### config.mk
export PLATFORM = sky130hd
export DESIGN_NAME = hptd_ram
export DESIGN_NICKNAME = d
export VERILOG_FILES = /design/src/rtl/hptd_ram.sv
export SDC_FILE = /design/constraint.sdc
export NUM_CORES = 1
export LEC_CHECK = 0
export ABC_AREA = 1
export BUFFER_PORTS_ARGS = -buffer_cell sky130_fd_sc_hd__buf_2
export CORE_ASPECT_RATIO = 1.1
export CORE_MARGIN = 1.5
export CORE_UTILIZATION = 65
export DETAILED_ROUTE_END_ITERATION = 10
export GPL_ROUTABILITY_DRIVEN = 1
export PLACE_DENSITY = 0.84
export SLEW_MARGIN = 20
export SYNTH_ARGS = -nofsm -noshare
export SYNTH_HDL_FRONTEND = slang
export SYNTH_SLANG_ARGS = --single-unit
### constraint.sdc
create_clock -name clk -period 3.18 [get_ports clk]
set_input_delay 0.477 -clock clk [delete_from_list [all_inputs] [get_ports clk]]
set_output_delay 0.477 -clock clk [all_outputs]
set_load 0.1 [all_outputs]
### src/rtl/hptd_ram.sv
// Generic simple dual-port RAM: one write port, one registered read port.
module hptd_ram #(
  parameter int WIDTH = 8,
  parameter int DEPTH = 16
) (
  input  logic                     clk,
  input  logic                     wr_en,
  input  logic [$clog2(DEPTH)-1:0] wr_addr,
  input  logic [WIDTH-1:0]         wr_data,
  input  logic                     rd_en,
  input  logic [$clog2(DEPTH)-1:0] rd_addr,
  output logic [WIDTH-1:0]         rd_data
);

  logic [WIDTH-1:0] mem [DEPTH];

  // write port
  always_ff @(posedge clk) begin
    if (wr_en) begin
      mem[wr_addr] <= wr_data;
    end
  end

  // registered read, holds when not enabled
  always_ff @(posedge clk) begin
    if (rd_en) begin
      rd_data <= mem[rd_addr];
    end
  end

endmodule

==> impl_results.md, run 1 <==
* Status: finished, final reports clean
* Core area at 8783 µm²
* Drt total wl at 12.87 mm
* CTS tree: yes
* # IOs at 27
* GR Layer Usage met2 at 0.4788
* Clock root buffer: clkbuf_8
* Worst Setup EP: rd_data[4]
* DP HPWL at 7.637 mm
* Number of global-route vias before repair at 3815
* Total CTS buffers at 17
* Yosys cell types at 11
* Depth of the worst register-to-register path at 6
* Post-route DRC at 0
* Post-CTS Hold Buffers at 0
* Post-CTS Repair Setup Buffers at 0
* Period utilization at 0.5679
* EDFF count, synth at 136
* R2R Setup Slk at 1.95 ns
* Design Power at 4.306 mW
* Critical path's top delay family: buffers and inverters
* DR iter-0 viols at 432
* Most Used Layer, Global Route: met2
* Via/cell ratio at 5.642
* Cells after Synth at 551
* Synth top cells by count: nand2_1 (173), edfxtp_1 (136), inv_1 (100), nand3_1 (97), nor2_1 (17)
* Largest net degree at the start of global routing at 65
* Top FF cell, synth: edfxtp_1
* Peak VDD IR at 471.8 µV
* Seq/Total Area, Yosys at 0.6985
* CTS sink cnt at 136
* Fmax at 553.7 MHz
* Final Hold Viols at 0
* Layout cell share with drive strength beyond 1 at 0.1037
* I/O Buffers at 26
* M3 GR Usage at 0.07961
* Worst flop-to-flop path startpoint: mem[1][7]
* Clock Skew at 0.005463 ns
* Pre-antenna DRT Iters at 5
* Antenna diodes at 0
* CP Buf/Inv Count at 1
* Setup TNS at 0 ns
* Vias at 3961
* Launch point of the worst path: rd_data[4]
* Worst R2R End: rd_data[7]
* DR WL/cell at 18.33 µm
* H-tree depth at 4
* Post-CTS sizing at 0
* Post-synthesis async set-or-reset flop share at 0
* CP required at 2.70 ns
* #FFs+latches synth at 136
* Fin crit period at 1.806 ns
* Die area at 9574 µm²
* Clock Tree Buf Depth at 2
* Initial antenna violation count at 0
* Clock Pin Slew Worst Setup and Hold Paths at 0.06 ns
* Cell Area, Synth at 5847 µm²
* CP arrival at 1.33 ns
* Num rows at 36
* Grt met1 use at 0.3631
* CP Depth at 1
* Fin nets at 594
* P_leak at 2.840 nW
* Initial Util at 0.6657
* Worst-Skew Late Latency at 0.52 ns
* RSZ-0062 raised after global routing: no
* Ys Warns at 0
* Critical path's largest stage delay at 0.44 ns
* Fin. max-slew vios at 0
* Cell with the most instances after synthesis: nand2_1
* Final RePlAce weighted congestion at 0.8798
* Worst Path Max Fanout at 1
* Hold Path Depth at 1
* Slew headroom at 0.4030
* Layout area overhead at 12.67%
* Max Cap Violations at 0
* Slew @ Worst Pin at 0.8922 ns
* Net Count, Synth at 570
* Tot GR Track Use at 0.2919
* Top cell type by total area after synthesis: edfxtp_1
* Grt ovf at 0
* Setup-failing EPs final at 0
* Worst path slowest cell: buf_2
* Synth area leaders: edfxtp_1 (70%), nand2_1 (11%), nand3_1 (8.3%), inv_1 (6.4%), buf_6 (1.2%)
* Cells along the critical path: buf_2
* Antenna viol nets, final at 0
* First-pass GRT wire length at 19.63 mm
* Crit. End Element: primary output
* Crit start category: flip-flop
* Pwr Density at 653.7 nW/µm²
* Die H at 102.5 µm
* Worst Path Class, Setup: flip-flop to primary output
* Top-area cell type share of the netlist area at 0.6985
* Syn avg cell area at 10.61 µm²
* HP Class: input pin to flip-flop
* Hold_sp: rd_en
* Chip width at 93.43 µm
layout make-up:
class,instances,area (µm²)
clock buffer,18,417.9
tap,114,142.6
inverter,102,382.9
clock inverter,14,181.4
fill,539,2196
timing repair buffer,29,165.2
multi-input combinational,289,1214
sequential,136,4084
stage by stage:
stage / hold slack [ns] / util / cells / worst slack [ns] / instance area [µm²]
2_1_floorplan: 0.5759 / - / 551 / 1.752 / 5847
3_3_place_gp: 0.7253 / 0.6818 / 670 / 1.187 / 5988
3_5_place_dp: 0.7435 / 0.6818 / 670 / 1.126 / 5988
4_1_cts: 0.2914 / 0.7500 / 702 / 1.351 / 6588
5_1_grt: 0.2901 / 0.7500 / 702 / 1.333 / 6588
6_report: 0.3154 / 0.7500 / 702 / 1.374 / 6588
power by group:
group          total, mW  switching (mW)  internal (mW)  leakage [nW]
Clock               1.98           0.714           1.26         0.292
Sequential          2.03          0.0120           2.02          1.24
Combinational      0.296           0.232         0.0639          1.31
Total               4.31           0.958           3.35          2.84
cells in the final DEF, fill, tap and decap left out, types with 4 or more instances in the layout:
cell type	n
edfxtp_1	136
nor2_1	17
clkinv_2	5
clkbuf_16	16
buf_2	26
nand3_1	97
inv_1	100
bufinv_16	4
nand2_1	173
layer usage:
metal | vias up | routed length, µm
met5 | - | 0
met4 | 0 | 424
met3 | 33 | 1507
met2 | 274 | 6411
met1 | 1825 | 4525
li1 | 1829 | -
logic make-up after synthesis:
| family | count (synthesis) | share of synthesized area |
|---|---|---|
| buffers and inverters | 126 | 0.09394 |
| and+or+nand+nor | 289 | 0.2076 |
| DFF | 136 | 0.6985 |
worst min path at each step:
stage                 endpoint  slack [ns]
global placement    rd_data[0]        0.73
floorplan            mem[0][0]        0.58
finish              rd_data[2]        0.32
global route        rd_data[2]        0.29
CTS                 rd_data[1]        0.29
detailed placement  rd_data[4]        0.74
sequential cells by signal (all words and copies together) (netlist names):
register / flops
mem: 128
rd_data: 8
(Power assumes the default switching activity.)
==> inputs of run 2 (changes only) <==
- CORE_UTILIZATION: 65 -> 55
- PLACE_DENSITY: 0.84 -> 0.75
- clock period: 3.18 -> 1.54 ns (I/O delays scaled with it)
==> run 2 against run 1 <==
- count of clock-buffer cells in the layout increased by 2
- first-iteration DRC count shrank 6.7%
- global-route usage fell by 4.3 points
- via count decreased by 2.2%
- total power is 93% higher
- sequential share of layout area fell by 1.1 points
- clock skew about the same
- hold slack worse by 0.15 ns
- routed wire length decreased by 3.1%
- flip-flop and latch count unchanged
- critical path type unchanged
- critical endpoint unchanged
- largest cell class unchanged
==> impl_results.md, run 2 (synthesis results as in run 1) <==
* Status: finished, final reports clean (unchanged)
* Hold Path Depth at 1 (unchanged)
* Post-route DRC at 0 (unchanged)
* Critical path's top delay family: buffers and inverters (unchanged)
* Layout cell share with drive strength beyond 1 at 0.1192 (was 0.1037)
* Chip width at 101.3 µm (was 93.43 µm)
* Drt total wl at 12.47 mm (was 12.87 mm)
* Clock Skew at 0.005258 ns (was 0.005463 ns)
* Initial antenna violation count at 0 (unchanged)
* Fin crit period at 1.440 ns
* Commonest non-fill, non-tap cell in the layout: nand2_1 (unchanged)
* Slew @ Worst Pin at 0.5981 ns (was 0.8922 ns)
* DP HPWL at 7.916 mm (was 7.637 mm)
* Setup-failing EPs final at 0 (unchanged)
* P_sw at 1.842 mW (was 0.9578 mW)
* Post-place setup slack at 0.1035 ns (was 1.126 ns)
* Design area at 6709 µm² (was 6588 µm²)
* Placed Cells at 719 (was 670)
* P_leak at 2.913 nW (was 2.840 nW)
* CP arrival at 1.21 ns (was 1.33 ns)
* Tot GR Track Use at 0.2490 (was 0.2919)
* Worst Hold Path EP: rd_data[1] (was rd_data[2])
* Depth of the worst register-to-register path at 6 (unchanged)
* Vias at 3875 (was 3961)
* Clock root buffer: clkbuf_16 (was clkbuf_8)
* Fin nets at 614 (was 594)
* Final RePlAce weighted congestion at 0.8750 (was 0.8798)
* Slew headroom at 0.6007 (was 0.4030)
* Worst path slowest cell: buf_2 (unchanged)
* Max reg flops at 128 (unchanged)
* Hold_sp: rd_en (unchanged)
* Setup TNS at 0 ns (unchanged)
* CTS sink cnt at 136 (unchanged)
* Grt ovf at 0 (unchanged)
* Clock Tree Buf Depth at 2 (unchanged)
* Worst-Skew Late Latency at 0.41 ns (was 0.52 ns)
* CTS tree: yes (unchanged)
* Antenna viol nets, final at 0 (unchanged)
* H-tree depth at 4 (unchanged)
* HP Class: input pin to flip-flop (unchanged)
* Via/cell ratio at 5.187 (was 5.642)
* Number of global-route vias before repair at 3903 (was 3815)
* Part of the power in registers at 0.505 (was 0.472)
* Antenna diodes at 0 (unchanged)
* Die H at 111.1 µm (was 102.5 µm)
* RSZ-0062 raised after global routing: no (unchanged)
* First-pass GRT wire length at 20.18 mm (was 19.63 mm)
* Layout area overhead at 14.74% (was 12.67%)
* Combinational power share at 0.076 (was 0.069)
* Fmax at 694.2 MHz
* R2R Setup Slk at 0.42 ns (was 1.95 ns)
* Final Hold Viols at 0 (unchanged)
* Clock Power Share at 0.419 (was 0.459)
* Die area at 11260 µm² (was 9574 µm²)
* CP required at 1.31 ns (was 2.70 ns)
* Non-Filler Instances at 747 (was 702)
* Worst flop-to-flop path startpoint: mem[5][3] (was mem[1][7])
* Initial Util at 0.5652 (was 0.6657)
* Setup ws final at 0.09951 ns (was 1.374 ns)
* Most frequent cells in the layout: nand2_1 (173), edfxtp_1 (136), inv_1 (100), nand3_1 (97), buf_2 (26) (unchanged)
* DR iter-0 viols at 403 (was 432)
* Period utilization at 0.9354
* I/O Buffers at 26 (unchanged)
* Fin. max-slew vios at 0 (unchanged)
* Power Internal at 6.474 mW (was 3.348 mW)
* Worst Path Class, Setup: flip-flop to primary output (unchanged)
* Largest net degree at the start of global routing at 43 (was 65)
* Pre-antenna DRT Iters at 5 (unchanged)
* Pwr Density at 1240 nW/µm² (was 653.7 nW/µm²)
* Worst Path Max Fanout at 1 (unchanged)
* DP Area at 6212 µm² (was 5988 µm²)
* Biggest registers after layout: mem (128), rd_data (8) (unchanged)
* # IOs at 27 (unchanged)
* Design Power at 8.316 mW (was 4.306 mW)
* Fin util at 0.6485 (was 0.7500)
* Core area at 10340 µm² (was 8783 µm²)
* Post-CTS Hold Buffers at 0 (unchanged)
* Post-CTS sizing at 0 (unchanged)
* Crit. End Element: primary output (unchanged)
* Worst R2R End: rd_data[3] (was rd_data[7])
* Hold WS at 0.1695 ns (was 0.3154 ns)
* CP Buf/Inv Count at 1 (unchanged)
* Max Cap Violations at 0 (unchanged)
* Critical path's largest stage delay at 0.44 ns (about the same)
* Crit start category: flip-flop (unchanged)
* Largest Register: mem (unchanged)
* Cells along the critical path: buf_2 (unchanged)
* DR WL/cell at 16.69 µm (was 18.33 µm)
* Num rows at 39 (was 36)
* Sw frac at 0.2215 (was 0.2224)
* Peak VDD IR at 691.4 µV (was 471.8 µV)
* Post-CTS Repair Setup Buffers at 0 (unchanged)
* Total CTS buffers at 17 (unchanged)
* Clock Pin Slew Worst Setup and Hold Paths at 0.05 ns (was 0.06 ns)
-- run 2: cell types whose count changed in the layout (fill, tap and decap cells not counted), sizes merged --
cell and delta:
buf +20, bufinv -3, clkbuf +2, clkinv -1
clkinvlp -2
-- run 2: worst max path at each step --
| stage | slack (ns) | startpoint | to | cells after the start |
|---|---|---|---|---|
| detailed placement | 0.10 | rd_addr[1] | rd_data[3] | 6 |
| global route | 0.06 | rd_data[6] | rd_data[6] | 1 |
| global placement | 0.10 | rd_addr[1] | rd_data[3] | 6 |
| floorplan | 0.36 | wr_addr[2] | mem[10][0] | 2 |
| finish | 0.1 | rd_data[4] | rd_data[4] | 1 |
| CTS | 0.1 | rd_data[6] | rd_data[6] | 1 |
-- run 2: routing by layer --
layer  global-route usage  up-vias  share of wire
li1                     -     1865              -
met1               0.3110     1828           0.41
met2               0.3928      150           0.50
met3              0.07251       32          0.066
met4               0.1269        0          0.030
met5                    0        -              0
-- run 2: layout make-up --
| class | instances | area, µm² |
|---|---|---|
| Clock buffer | 20 | 436.7 |
| Multi-Input combinational cell | 289 | 1214 |
| Clock inverter | 8 | 60.06 |
| Sequential cell | 136 | 4084 |
| Inverter | 102 | 382.9 |
| Timing Repair Buffer | 49 | 352.8 |
| Fill cell | 790 | 3636 |
| Tap cell | 143 | 178.9 |
-- run 2: power groups by stage --
| stage | sequential, mW | clock [mW] | combinational [mW] |
|---|---|---|---|
| 2_1_floorplan | 4.40 | 0 | 0.292 |
| 3_3_place_gp | 4.27 | 0 | 0.623 |
| 3_5_place_dp | 4.27 | 0 | 0.634 |
| 4_1_cts | 4.20 | 3.51 | 0.637 |
| 5_1_grt | 4.20 | 3.69 | 0.695 |
| 6_report | 4.20 | 3.48 | 0.635 |
-- run 2: worst register-to-register path, delay by kind of cell, from the launching register on --
family                 cells  cell delay (ns)
AND/OR/NAND/NOR            5             0.46
buffers and inverters      1             0.06
flip-flops                 1             0.35
